<file path="src/sv/i2c_master_reg16_transfer_top_macros.svh">
// Assertion helpers for the I2C register transfer block.
`ifndef I2C_MASTER_REG16_TRANSFER_TOP_MACROS_SVH
`define I2C_MASTER_REG16_TRANSFER_TOP_MACROS_SVH
`ifndef SYNTHESIS
`define I2CM_ASSERT_SAME(lbl, clk, rst_n, ante, cons, msg) \
  lbl: assert property (@(posedge clk) disable iff (!rst_n) (ante) |-> (cons)) \
    else $error(msg);
`define I2CM_ASSERT_NEXT(lbl, clk, rst_n, ante, cons, msg) \
  lbl: assert property (@(posedge clk) disable iff (!rst_n) (ante) |=> (cons)) \
    else $error(msg);
`else
`define I2CM_ASSERT_SAME(lbl, clk, rst_n, ante, cons, msg)
`define I2CM_ASSERT_NEXT(lbl, clk, rst_n, ante, cons, msg)
`endif
`endif

</file>
<file path="src/sv/i2cm_pkg.sv">
`timescale 1ns / 1ps
package i2cm_pkg;

  localparam int MAX_LEN_DEF = 32;
  localparam int LEN_W       = 6;
  localparam int CFG_IDX_W   = 2;
  localparam int CFG_DATA_W  = 10;

  localparam logic [9:0] HALF_PERIOD_RST = 10'd80;
  localparam logic [9:0] ACK_TIMEOUT_RST = 10'd250;

  localparam logic [CFG_IDX_W-1:0] CFG_HALF_PERIOD = 2'd0;
  localparam logic [CFG_IDX_W-1:0] CFG_ACK_TIMEOUT = 2'd1;

  localparam logic [1:0] KIND_START = 2'd0;
  localparam logic [1:0] KIND_LOAD  = 2'd1;
  localparam logic [1:0] KIND_TICK  = 2'd2;

  localparam logic [1:0] STATUS_OK       = 2'd0;
  localparam logic [1:0] STATUS_TIMEOUT  = 2'd1;
  localparam logic [1:0] STATUS_ZERO_LEN = 2'd2;

  typedef enum logic [4:0] {
    PH_IDLE, PH_ST1, PH_ST2, PH_ST3, PH_TXA, PH_TXB, PH_AK1, PH_AK2, PH_POLL,
    PH_RXA, PH_RXB, PH_K1, PH_K2, PH_K3, PH_K4, PH_SP1, PH_SP2, PH_SP3, PH_FIN
  } phase_t;

  typedef enum logic [2:0] {
    STG_ADDR_W, STG_REG_HI, STG_REG_LO, STG_ADDR_R, STG_DATA
  } stage_t;

  typedef struct packed {
    logic       scl_level;
    logic       sda_release;
    logic [7:0] rx_byte;
    logic       rx_valid;
    logic       busy_res;
    logic       done_res;
    logic [1:0] status;
  } out_res_t;

endpackage

</file>
<file path="src/sv/i2c_master_reg16_transfer_top.sv">
`timescale 1ns / 1ps
// I2C master for devices with a sixteen-bit register address.
// Input channel (in_valid/in_stall): one transaction per system clock unless
// stalled. kind selects start transfer, load a write-buffer byte, or one
// elapsed clock tick; ticks advance the line sequencer, which drives SCL and
// open-drain SDA. Result channel (out_valid/out_stall): exactly one
// transaction per input, in order, carrying line drives, received byte,
// busy, done and status. Each result is registered and shown once earlier
// results are taken. The write buffer is a synchronous RAM;
// the byte an acknowledge will need is prefetched ahead of use, with
// same-cycle loads forwarded, so the single read port never stalls a tick.
// A two-entry output skid lets inputs keep flowing while the receiver
// stalls; in_stall rises only once both entries hold unread results.
// Configuration (cfg_valid/cfg_ready, always ready): index 0 half period,
// index 1 ACK timeout; write only while idle.
// Reset: lines released high, sequencer idle, registers at 80 and 250, no
// results pending. Buffer contents are undefined until loaded.
module i2c_master_reg16_transfer_top #(
  parameter int MAX_LEN = i2cm_pkg::MAX_LEN_DEF
) (
  input  logic                            clk,
  input  logic                            rst_n,
  input  logic                            in_valid,
  output logic                            in_stall,
  input  logic [1:0]                      in_kind,
  input  logic [6:0]                      in_dev_address,
  input  logic [15:0]                     in_reg_address,
  input  logic                            in_is_read,
  input  logic [5:0]                      in_xfer_length,
  input  logic [4:0]                      in_buf_index,
  input  logic [7:0]                      in_write_byte,
  input  logic                            in_sda_sample,
  output logic                            out_valid,
  input  logic                            out_stall,
  output logic                            out_scl_level,
  output logic                            out_sda_release,
  output logic [7:0]                      out_rx_byte,
  output logic                            out_rx_valid,
  output logic                            out_busy_res,
  output logic                            out_done_res,
  output logic [1:0]                      out_status,
  input  logic                            cfg_valid,
  output logic                            cfg_ready,
  input  logic [i2cm_pkg::CFG_IDX_W-1:0]  cfg_index,
  input  logic [i2cm_pkg::CFG_DATA_W-1:0] cfg_data
);

  localparam int AW = (MAX_LEN > 1) ? $clog2(MAX_LEN) : 1;

  logic               acc;
  logic               full;
  logic               mem_wr_en;
  logic [AW-1:0]      mem_wr_addr;
  logic [7:0]         mem_wr_data;
  logic [AW-1:0]      mem_rd_addr;
  logic [7:0]         mem_rd_data;
  i2cm_pkg::out_res_t res;
  i2cm_pkg::out_res_t out_res;

  // hold off inputs only when the skid has no free entry
  assign in_stall  = full;
  assign acc       = in_valid && !full;
  assign cfg_ready = 1'b1;

  i2cm_buf_mem #(
    .DEPTH (MAX_LEN),
    .AW    (AW)
  ) u_mem (
    .clk     (clk),
    .wr_en   (mem_wr_en),
    .wr_addr (mem_wr_addr),
    .wr_data (mem_wr_data),
    .rd_addr (mem_rd_addr),
    .rd_data (mem_rd_data)
  );

  i2cm_ctrl #(
    .MAX_LEN (MAX_LEN),
    .AW      (AW)
  ) u_ctrl (
    .clk         (clk),
    .rst_n       (rst_n),
    .acc         (acc),
    .kind        (in_kind),
    .dev_address (in_dev_address),
    .reg_address (in_reg_address),
    .is_read     (in_is_read),
    .xfer_length (in_xfer_length),
    .buf_index   (in_buf_index),
    .write_byte  (in_write_byte),
    .sda_sample  (in_sda_sample),
    .cfg_wr      (cfg_valid && cfg_ready),
    .cfg_index   (cfg_index),
    .cfg_data    (cfg_data),
    .mem_wr_en   (mem_wr_en),
    .mem_wr_addr (mem_wr_addr),
    .mem_wr_data (mem_wr_data),
    .mem_rd_addr (mem_rd_addr),
    .mem_rd_data (mem_rd_data),
    .res         (res)
  );

  i2cm_out_skid u_skid (
    .clk       (clk),
    .rst_n     (rst_n),
    .push      (acc),
    .push_res  (res),
    .full      (full),
    .out_valid (out_valid),
    .out_stall (out_stall),
    .out_res   (out_res)
  );

  assign out_scl_level   = out_res.scl_level;
  assign out_sda_release = out_res.sda_release;
  assign out_rx_byte     = out_res.rx_byte;
  assign out_rx_valid    = out_res.rx_valid;
  assign out_busy_res    = out_res.busy_res;
  assign out_done_res    = out_res.done_res;
  assign out_status      = out_res.status;

endmodule

</file>
<file path="src/sv/i2cm_buf_mem.sv">
`timescale 1ns / 1ps
module i2cm_buf_mem #(
  parameter int DEPTH = i2cm_pkg::MAX_LEN_DEF,
  parameter int AW    = (DEPTH > 1) ? $clog2(DEPTH) : 1
) (
  input  logic          clk,
  input  logic          wr_en,
  input  logic [AW-1:0] wr_addr,
  input  logic [7:0]    wr_data,
  input  logic [AW-1:0] rd_addr,
  output logic [7:0]    rd_data
);

  logic [7:0] mem [DEPTH];
  logic [7:0] rd_data_r;

  always_ff @(posedge clk) begin
    if (wr_en) begin
      mem[wr_addr] <= wr_data;
    end
  end

  // forward a same-cycle write so the prefetched byte is never stale
  always_ff @(posedge clk) begin
    if (wr_en && (wr_addr == rd_addr)) begin
      rd_data_r <= wr_data;
    end else begin
      rd_data_r <= mem[rd_addr];
    end
  end

  assign rd_data = rd_data_r;

endmodule

</file>
<file path="src/sv/i2cm_out_skid.sv">
`timescale 1ns / 1ps
`include "i2c_master_reg16_transfer_top_macros.svh"
module i2cm_out_skid (
  input  logic               clk,
  input  logic               rst_n,
  input  logic               push,
  input  i2cm_pkg::out_res_t push_res,
  output logic               full,
  output logic               out_valid,
  input  logic               out_stall,
  output i2cm_pkg::out_res_t out_res
);

  logic               main_v_r, main_v_nxt;
  logic               skid_v_r, skid_v_nxt;
  i2cm_pkg::out_res_t main_r, main_nxt;
  i2cm_pkg::out_res_t skid_r, skid_nxt;
  logic               take;

  assign take = main_v_r && !out_stall;

  always_comb begin
    main_v_nxt = main_v_r;
    skid_v_nxt = skid_v_r;
    main_nxt   = main_r;
    skid_nxt   = skid_r;
    if (push) begin
      if (!main_v_r || take) begin
        main_nxt   = push_res;
        main_v_nxt = 1'b1;
      end else begin
        skid_nxt   = push_res;
        skid_v_nxt = 1'b1;
      end
    end else if (take) begin
      if (skid_v_r) begin
        main_nxt   = skid_r;
        skid_v_nxt = 1'b0;
      end else begin
        main_v_nxt = 1'b0;
      end
    end
  end

  always_ff @(posedge clk) begin
    if (!rst_n) begin
      main_v_r <= 1'b0;
      skid_v_r <= 1'b0;
    end else begin
      main_v_r <= main_v_nxt;
      skid_v_r <= skid_v_nxt;
    end
  end

  always_ff @(posedge clk) begin
    main_r <= main_nxt;
    skid_r <= skid_nxt;
  end

  assign full      = skid_v_r;
  assign out_valid = main_v_r;
  assign out_res   = main_r;

  `I2CM_ASSERT_SAME(a_skid_behind_main, clk, rst_n, skid_v_r, main_v_r, "skid holds data with empty head")

endmodule

</file>
<file path="src/sv/i2cm_ctrl.sv">
`timescale 1ns / 1ps
`include "i2c_master_reg16_transfer_top_macros.svh"
module i2cm_ctrl #(
  parameter int MAX_LEN = i2cm_pkg::MAX_LEN_DEF,
  parameter int AW      = (MAX_LEN > 1) ? $clog2(MAX_LEN) : 1
) (
  input  logic                             clk,
  input  logic                             rst_n,
  input  logic                             acc,
  input  logic [1:0]                       kind,
  input  logic [6:0]                       dev_address,
  input  logic [15:0]                      reg_address,
  input  logic                             is_read,
  input  logic [i2cm_pkg::LEN_W-1:0]       xfer_length,
  input  logic [4:0]                       buf_index,
  input  logic [7:0]                       write_byte,
  input  logic                             sda_sample,
  input  logic                             cfg_wr,
  input  logic [i2cm_pkg::CFG_IDX_W-1:0]   cfg_index,
  input  logic [i2cm_pkg::CFG_DATA_W-1:0]  cfg_data,
  output logic                             mem_wr_en,
  output logic [AW-1:0]                    mem_wr_addr,
  output logic [7:0]                       mem_wr_data,
  output logic [AW-1:0]                    mem_rd_addr,
  input  logic [7:0]                       mem_rd_data,
  output i2cm_pkg::out_res_t               res
);

  localparam int LW = i2cm_pkg::LEN_W;

  logic [9:0] half_r, ackto_r;

  i2cm_pkg::phase_t phase_r, phase_nxt;
  i2cm_pkg::stage_t stage_r, stage_nxt;
  logic [9:0]    delay_r, delay_nxt;
  logic [9:0]    ackw_r, ackw_nxt;
  logic [3:0]    bitc_r, bitc_nxt;
  logic [7:0]    shift_r, shift_nxt;
  logic [LW-1:0] bytec_r, bytec_nxt;
  logic [6:0]    dev_r, dev_nxt;
  logic [15:0]   reg_r, reg_nxt;
  logic          read_r, read_nxt;
  logic [LW-1:0] len_r, len_nxt;
  logic          failed_r, failed_nxt;
  logic          scl_r, scl_nxt;
  logic          sda_r, sda_nxt;

  logic [9:0]    hold_val;
  logic          is_start, is_tick, tick_act, zero_read;
  logic [LW-1:0] len_sat;
  logic [LW:0]   bytec_inc;
  logic          more_bytes;
  logic [LW:0]   rd_idx;

  assign hold_val   = (half_r == 10'd0) ? 10'd0 : half_r - 10'd1;
  assign is_start   = acc && (kind == i2cm_pkg::KIND_START) && (phase_r == i2cm_pkg::PH_IDLE);
  assign is_tick    = acc && (kind == i2cm_pkg::KIND_TICK) && (phase_r != i2cm_pkg::PH_IDLE);
  assign tick_act   = is_tick && (delay_r == 10'd0);
  assign len_sat    = (32'(xfer_length) > MAX_LEN) ? LW'(MAX_LEN) : xfer_length;
  assign zero_read  = is_read && (len_sat == '0);
  assign bytec_inc  = {1'b0, bytec_r} + {{LW{1'b0}}, 1'b1};
  assign more_bytes = bytec_inc < {1'b0, len_r};

  // prefetch the byte the next acknowledge will need
  assign rd_idx      = (stage_r == i2cm_pkg::STG_DATA) ? bytec_inc : '0;
  assign mem_rd_addr = AW'(rd_idx);
  assign mem_wr_en   = acc && (kind == i2cm_pkg::KIND_LOAD) && (32'(buf_index) < MAX_LEN);
  assign mem_wr_addr = AW'(buf_index);
  assign mem_wr_data = write_byte;

  always_comb begin
    phase_nxt  = phase_r;
    stage_nxt  = stage_r;
    delay_nxt  = delay_r;
    ackw_nxt   = ackw_r;
    bitc_nxt   = bitc_r;
    shift_nxt  = shift_r;
    bytec_nxt  = bytec_r;
    dev_nxt    = dev_r;
    reg_nxt    = reg_r;
    read_nxt   = read_r;
    len_nxt    = len_r;
    failed_nxt = failed_r;
    scl_nxt    = scl_r;
    sda_nxt    = sda_r;
    if (is_start) begin
      dev_nxt  = dev_address;
      reg_nxt  = reg_address;
      read_nxt = is_read;
      len_nxt  = len_sat;
      if (!zero_read) begin
        stage_nxt  = i2cm_pkg::STG_ADDR_W;
        failed_nxt = 1'b0;
        bytec_nxt  = '0;
        ackw_nxt   = '0;
        delay_nxt  = '0;
        phase_nxt  = i2cm_pkg::PH_ST1;
      end
    end else if (is_tick && !tick_act) begin
      delay_nxt = delay_r - 10'd1;
    end else if (tick_act) begin
      delay_nxt = hold_val;
      case (phase_r)
        i2cm_pkg::PH_ST1: begin
          sda_nxt = 1'b1; scl_nxt = 1'b1; phase_nxt = i2cm_pkg::PH_ST2;
        end
        i2cm_pkg::PH_ST2: begin
          sda_nxt = 1'b0; phase_nxt = i2cm_pkg::PH_ST3;
        end
        i2cm_pkg::PH_ST3: begin
          scl_nxt   = 1'b0;
          shift_nxt = {dev_r, stage_r == i2cm_pkg::STG_ADDR_R};
          bitc_nxt  = '0;
          phase_nxt = i2cm_pkg::PH_TXA;
        end
        i2cm_pkg::PH_TXA: begin
          scl_nxt = 1'b0; sda_nxt = shift_r[7]; phase_nxt = i2cm_pkg::PH_TXB;
        end
        i2cm_pkg::PH_TXB: begin
          scl_nxt   = 1'b1;
          shift_nxt = {shift_r[6:0], 1'b0};
          bitc_nxt  = bitc_r + 4'd1;
          phase_nxt = (bitc_r >= 4'd7) ? i2cm_pkg::PH_AK1 : i2cm_pkg::PH_TXA;
        end
        i2cm_pkg::PH_AK1: begin
          scl_nxt = 1'b0; sda_nxt = 1'b1; phase_nxt = i2cm_pkg::PH_AK2;
        end
        i2cm_pkg::PH_AK2: begin
          scl_nxt = 1'b1; ackw_nxt = '0; phase_nxt = i2cm_pkg::PH_POLL;
        end
        i2cm_pkg::PH_POLL: begin
          if (!sda_sample) begin
            scl_nxt = 1'b0;
            case (stage_r)
              i2cm_pkg::STG_ADDR_W: begin
                stage_nxt = i2cm_pkg::STG_REG_HI;
                shift_nxt = reg_r[15:8]; bitc_nxt = '0; phase_nxt = i2cm_pkg::PH_TXA;
              end
              i2cm_pkg::STG_REG_HI: begin
                stage_nxt = i2cm_pkg::STG_REG_LO;
                shift_nxt = reg_r[7:0]; bitc_nxt = '0; phase_nxt = i2cm_pkg::PH_TXA;
              end
              i2cm_pkg::STG_REG_LO: begin
                if (read_r) begin
                  stage_nxt = i2cm_pkg::STG_ADDR_R;
                  phase_nxt = i2cm_pkg::PH_ST1;
                end else begin
                  stage_nxt = i2cm_pkg::STG_DATA;
                  bytec_nxt = '0;
                  if (len_r != '0) begin
                    shift_nxt = mem_rd_data; bitc_nxt = '0; phase_nxt = i2cm_pkg::PH_TXA;
                  end else begin
                    phase_nxt = i2cm_pkg::PH_SP1;
                  end
                end
              end
              i2cm_pkg::STG_ADDR_R: begin
                bytec_nxt = '0; bitc_nxt = '0; shift_nxt = '0;
                phase_nxt = i2cm_pkg::PH_RXA;
              end
              default: begin
                bytec_nxt = bytec_inc[LW-1:0];
                if (more_bytes) begin
                  shift_nxt = mem_rd_data; bitc_nxt = '0; phase_nxt = i2cm_pkg::PH_TXA;
                end else begin
                  phase_nxt = i2cm_pkg::PH_SP1;
                end
              end
            endcase
          end else if (ackw_r >= ackto_r) begin
            // abort: go straight to the SCL-high half of STOP
            failed_nxt = 1'b1;
            sda_nxt    = 1'b0;
            phase_nxt  = i2cm_pkg::PH_SP2;
          end else begin
            ackw_nxt = ackw_r + 10'd1;
          end
        end
        i2cm_pkg::PH_RXA: begin
          sda_nxt = 1'b1; scl_nxt = 1'b1; phase_nxt = i2cm_pkg::PH_RXB;
        end
        i2cm_pkg::PH_RXB: begin
          shift_nxt = {shift_r[6:0], sda_sample};
          scl_nxt   = 1'b0;
          bitc_nxt  = bitc_r + 4'd1;
          phase_nxt = (bitc_r >= 4'd7) ? i2cm_pkg::PH_K1 : i2cm_pkg::PH_RXA;
        end
        i2cm_pkg::PH_K1: begin
          sda_nxt = !more_bytes; phase_nxt = i2cm_pkg::PH_K2;
        end
        i2cm_pkg::PH_K2: begin
          scl_nxt = 1'b1; phase_nxt = i2cm_pkg::PH_K3;
        end
        i2cm_pkg::PH_K3, i2cm_pkg::PH_K4: begin
          scl_nxt = 1'b0;
          if (phase_r == i2cm_pkg::PH_K4) begin
            sda_nxt = 1'b1;
          end
          if ((phase_r == i2cm_pkg::PH_K3) && more_bytes) begin
            phase_nxt = i2cm_pkg::PH_K4;
          end else begin
            bytec_nxt = bytec_inc[LW-1:0];
            if (more_bytes) begin
              bitc_nxt = '0; shift_nxt = '0; phase_nxt = i2cm_pkg::PH_RXA;
            end else begin
              phase_nxt = i2cm_pkg::PH_SP1;
            end
          end
        end
        i2cm_pkg::PH_SP1: begin
          sda_nxt = 1'b0; phase_nxt = i2cm_pkg::PH_SP2;
        end
        i2cm_pkg::PH_SP2: begin
          scl_nxt = 1'b1; phase_nxt = i2cm_pkg::PH_SP3;
        end
        i2cm_pkg::PH_SP3: begin
          sda_nxt = 1'b1; phase_nxt = i2cm_pkg::PH_FIN;
        end
        default: begin
          delay_nxt = delay_r;
          phase_nxt = i2cm_pkg::PH_IDLE;
        end
      endcase
    end
  end

  always_comb begin
    res.scl_level   = scl_nxt;
    res.sda_release = sda_nxt;
    res.busy_res    = (phase_nxt != i2cm_pkg::PH_IDLE);
    res.rx_valid    = 1'b0;
    res.rx_byte     = 8'd0;
    res.done_res    = 1'b0;
    res.status      = i2cm_pkg::STATUS_OK;
    if (is_start && zero_read) begin
      res.done_res = 1'b1;
      res.status   = i2cm_pkg::STATUS_ZERO_LEN;
    end else if (tick_act && (phase_r == i2cm_pkg::PH_FIN)) begin
      res.done_res = 1'b1;
      res.status   = failed_r ? i2cm_pkg::STATUS_TIMEOUT : i2cm_pkg::STATUS_OK;
    end else if (tick_act && (phase_r == i2cm_pkg::PH_RXB) && (bitc_r >= 4'd7)) begin
      res.rx_valid = 1'b1;
      res.rx_byte  = {shift_r[6:0], sda_sample};
    end
  end

  always_ff @(posedge clk) begin
    if (!rst_n) begin
      half_r   <= i2cm_pkg::HALF_PERIOD_RST;
      ackto_r  <= i2cm_pkg::ACK_TIMEOUT_RST;
      phase_r  <= i2cm_pkg::PH_IDLE;
      stage_r  <= i2cm_pkg::STG_ADDR_W;
      delay_r  <= '0;
      ackw_r   <= '0;
      bitc_r   <= '0;
      shift_r  <= '0;
      bytec_r  <= '0;
      dev_r    <= '0;
      reg_r    <= '0;
      read_r   <= 1'b0;
      len_r    <= '0;
      failed_r <= 1'b0;
      scl_r    <= 1'b1;
      sda_r    <= 1'b1;
    end else begin
      if (cfg_wr && (cfg_index == i2cm_pkg::CFG_HALF_PERIOD)) begin
        half_r <= cfg_data;
      end
      if (cfg_wr && (cfg_index == i2cm_pkg::CFG_ACK_TIMEOUT)) begin
        ackto_r <= cfg_data;
      end
      phase_r  <= phase_nxt;
      stage_r  <= stage_nxt;
      delay_r  <= delay_nxt;
      ackw_r   <= ackw_nxt;
      bitc_r   <= bitc_nxt;
      shift_r  <= shift_nxt;
      bytec_r  <= bytec_nxt;
      dev_r    <= dev_nxt;
      reg_r    <= reg_nxt;
      read_r   <= read_nxt;
      len_r    <= len_nxt;
      failed_r <= failed_nxt;
      scl_r    <= scl_nxt;
      sda_r    <= sda_nxt;
    end
  end

  `I2CM_ASSERT_NEXT(a_delay_counts_down, clk, rst_n, is_tick && (delay_r != 10'd0), delay_r == $past(delay_r) - 10'd1, "line step delay did not count down")
  `I2CM_ASSERT_NEXT(a_rx_then_ack, clk, rst_n, res.rx_valid, phase_r == i2cm_pkg::PH_K1, "received byte not followed by acknowledge")
  `I2CM_ASSERT_NEXT(a_fin_to_idle, clk, rst_n, tick_act && (phase_r == i2cm_pkg::PH_FIN), (phase_r == i2cm_pkg::PH_IDLE) && scl_r && sda_r, "transfer end left lines driven")

endmodule
</file>
<file path="config.mk">
export PLATFORM = sky130hd
export DESIGN_NAME = i2c_master_reg16_transfer_top
export DESIGN_NICKNAME = d
export VERILOG_FILES = /design/src/sv/i2cm_pkg.sv /design/src/sv/i2c_master_reg16_transfer_top.sv /design/src/sv/i2cm_buf_mem.sv /design/src/sv/i2cm_out_skid.sv /design/src/sv/i2cm_ctrl.sv
export VERILOG_INCLUDE_DIRS = /design/src /design/src/sv
export SDC_FILE = /design/constraint.sdc
export NUM_CORES = 1
export LEC_CHECK = 0
export ABC_AREA = 1
export BUFFER_PORTS_ARGS = -buffer_cell sky130_fd_sc_hd__buf_2
export CELL_PAD_IN_SITES_DETAIL_PLACEMENT = 1
export CELL_PAD_IN_SITES_GLOBAL_PLACEMENT = 2
export CORE_MARGIN = 2
export CORE_UTILIZATION = 39
export CTS_CLUSTER_DIAMETER = 100
export DETAILED_ROUTE_END_ITERATION = 8
export PLACE_DENSITY_LB_ADDON = 0.1
export SLEW_MARGIN = 15
export SYNTH_ARGS = -nofsm -noshare
export SYNTH_HDL_FRONTEND = slang
export SYNTH_HIERARCHICAL = 1
export SYNTH_SLANG_ARGS = --single-unit
</file>
<file path="constraint.sdc">
create_clock -name clk -period 3.2 [get_ports clk]
set_input_delay 0.32 -clock clk [delete_from_list [all_inputs] [get_ports clk]]
set_output_delay 0.32 -clock clk [all_outputs]
set_load 0.01 [all_outputs]
</file>
==> run_results.csv <==
group,metric,value,unit
grt,antenna_found_initial,0,
sta,slew_violations,0,
sta,post-route-period-util,0.866,
routing,wire_per_inst,19.2,µm
synth,ys_types,50,
critical_path,path_common_cell,"nand2_1",
sta,fin_skew,0.0236,ns
placed_design,hpwl,36100,µm
grt,grt_usage,0.219,
sta,finalSetupTns,0,ns
power,ir_drop,476,µV
grt,grt_pass1_wl,84200,µm
placed_design,port_buffers,79,
sta,hold_violations,0,
floorplanning,ios,81,
power,finalPower,11000,µW
power,power.density,526,nW/µm²
layout,drive_above_1_share,0.122,
synth,synth-edff-count,286,
synth,synth-seq-cells,392,
clock_network,clkTransAtPathRegs,0.06,ns
floorplanning,die_w,222,µm
routing,first_pass_iters,7,
floorplanning,start_util,0.396,
sta,fmax,361,MHz
layout,fill_cells,5431,
critical_path,worst_path_largest_cell_delay,0.42,ns
clock_network,ctsRootBufferMaster,"clkbuf_16",
synth,synthesis.area,18500,µm²
synth,async_reset_ff_frac,0,
floorplanning,dieArea,49100,µm²
clock_network,clock_sinks,392,
critical_path,crit_path_cell_trace,"ha_1, nand3_1, xor2_2, ha_1, nand2_1, nand2_1, nand2_1, nand2_1, nor2_2, nand2_1, nand2_1, nand2_1, nand2_1, nand2_1, nand2_1, nand3_1, nor2_1, nand2_1, nand2_1, nand2_1",
critical_path,slowest_stage,"dfxtp_1",
synth,synth_fp_nets,2107,
layout,diodes,0,
critical_path,cp-end-kind,"flip-flop",
routing,ant_nets,0,
synth,syn-instance-count,2024,
placed_design,place_congestion,0.845,
synth,synth_warnings,6,
layout,syn2layout_area_growth,13.4,%
critical_path,worstSetupPathType,"flip-flop to flip-flop",
sta,worstMarginPinSlew,1.14,ns
synth,synth_ff_type,"edfxtp_1",
clock_network,cts_buffer_depth,3,
flow_run,max_cap_violations,0,
min_path,hp-class,"primary input to flip-flop",
clock_network,cts_tree,"built",
synth,ys_seq_area_frac,0.580,
routing,vias_per_cell,5.13,
clock_network,clk_latency,0.60,ns
grt,grt_max_degree,65,
routing,drcViolationCount,7,
critical_path,cp-start-kind,"flip-flop",
critical_path,cpLargestDelayFamily,"simple AND/OR/NAND/NOR gates",
critical_path,crit_required,3.54,ns
critical_path,crit_fanout,6,
sta,period_minus_slack,2.77,ns
placed_design,dp_cells,2664,
routing,wl,53100,µm
critical_path,cp_data_arrival_time,3.11,ns
run_status,failed_checks,"DRC",
floorplanning,die_h,222,µm
grt,gr-total-overflow,0,
sta,setup_viol,0,
clock_network,numCtsBuffers,46,
sta,relSlewSlack,0.241,
synth,syn_avg_cell_area,9.12,µm²
floorplanning,core_area,46700,µm²
power,cellLeakagePower,0.00822,µW
critical_path,path_buf_inv,0,
clock_network,post_cts_buffers,0,
layout,layout.cells.non_filler,2758,
routing,num_vias,14139,
sta,rsz0062_at_grt,"false",
routing,drt-initial-drc-count,844,
grt,grt_pass1_vias,14492,
run_status,status,"finished, violations left",
clock_network,cts_max_level,2,
layout,final_nets,2201,
floorplanning,rows,79,
-- final cells by class --
class,count,area (µm²),area share
flip-flops and latches,392,10700,0.512
multi-input cells,1388,6520,0.311
clock buffers,66,1260,0.0601
repair buffers,148,1010,0.0482
well taps,607,759,0.0363
inverters,142,544,0.0260
clock inverters,15,131,0.00628
-- registers in the layout, indices dropped and copies added (netlist names), named ones only --
signal	cells
u_ctrl/half_r	10
u_skid/out_res	15
u_skid/full	1
u_ctrl/failed_r	1
u_skid/skid_r	15
u_ctrl/bitc_r	4
u_ctrl/scl_r	1
u_ctrl/len_r	6
u_ctrl/read_r	1
u_ctrl/reg_r	16
u_ctrl/stage_r	3
u_ctrl/delay_r	10
u_ctrl/ackto_r	10
u_ctrl/phase_r	5
u_ctrl/shift_r	8
u_ctrl/ackw_r	10
u_ctrl/dev_r	7
u_ctrl/sda_r	1
u_mem/mem	256
u_ctrl/bytec_r	6
u_skid/out_valid	1
-- worst paths after layout --
check | to | cells after the start | start | slack, ns
hold / removal | u_ctrl/reg_r[2] | 3 | in_reg_address[2] | 0.03
hold reg to reg | u_ctrl/reg_r[14] | 2 | u_ctrl/reg_r[14] | 0.46
setup / recovery | u_skid/out_res[3] | 20 | u_ctrl/bytec_r[0] | 0.43
setup reg to reg | u_skid/out_res[3] | 20 | u_ctrl/bytec_r[0] | 0.43
-- cells in the final DEF (no fill, tap or decap), types with 17 or more instances in the layout --
cell       instances
buf_4             51
nor2_1           159
buf_2             79
o211ai_1          17
inv_1            125
nand2_1          635
clkbuf_1          18
a21oi_1           94
o21ai_0           67
clkbuf_16         47
nand3_1          275
dfxtp_1          104
ha_1              20
edfxtp_1         286
-- routing by layer --
| metal | vias to the layer above | routed length [µm] | global-route usage |
|---|---|---|---|
| met3 | 65 | 1900 | 0.0264 |
| li1 | 6952 | - | - |
| met2 | 225 | 23300 | 0.341 |
| met4 | 0 | 996 | 0.0569 |
| met1 | 6897 | 26800 | 0.323 |
| met5 | - | 0 | 0 |
-- tightest hold or removal path, cell delays in order --
cell	delay, ns
buf_2	0.08
o21ai_0	0.07
a21oi_1	0.10
-- what timing repair did --
| item | CTS | global route |
|---|---|---|
| hold buffers | 13 | 0 |
| resized for setup | 0 | 2 |
| endpoints found under the hold margin | 15 | 0 |
| endpoints found under the setup margin | 0 | 1 |
-- metrics by stage --
step                      hold WS [ns]  utilization  instance area [µm²]  worst slack (ns)
after floorplan                  0.425            -                18500             0.775
after global placement           0.442        0.416                19400             0.425
after detailed placement         0.452        0.416                19400             0.332
after CTS                      0.00704        0.449                20900             0.314
after global routing            0.0549        0.449                20900            0.0773
final                           0.0344        0.449                20900             0.429
-- where the power goes --
part,switching [µW],internal [µW]
Sequential,38.0,5520
Clock,2120,2750
Combinational,406,184
-- synth_stat cells, types with 13 or more instances --
library cell,count,area share
nor2_1,160,0.033
a21oi_1,94,0.025
o21ai_0,67,0.018
inv_1,125,0.025
nand2_2,13,0.0044
edfxtp_1,286,0.47
clkbuf_1,29,0.0059
buf_6,27,0.016
buf_2,20,0.0054
ha_1,20,0.014
nand3_1,275,0.075
buf_4,23,0.0094
nor2_4,13,0.0079
dfxtp_1,106,0.11
o211ai_1,17,0.0069
nand2_1,635,0.13
inv_2,14,0.0028
-- cells by family after synthesis --
group	synth area share
and+or+nand+nor	0.271
DFF	0.580
buffers and inverters	0.0678
AOI/OAI and AO/OA	0.0603
adders and majority gates	0.0136
xor gates and xnor gates	0.00711
other	0.000203
(Power assumes the default switching activity.)
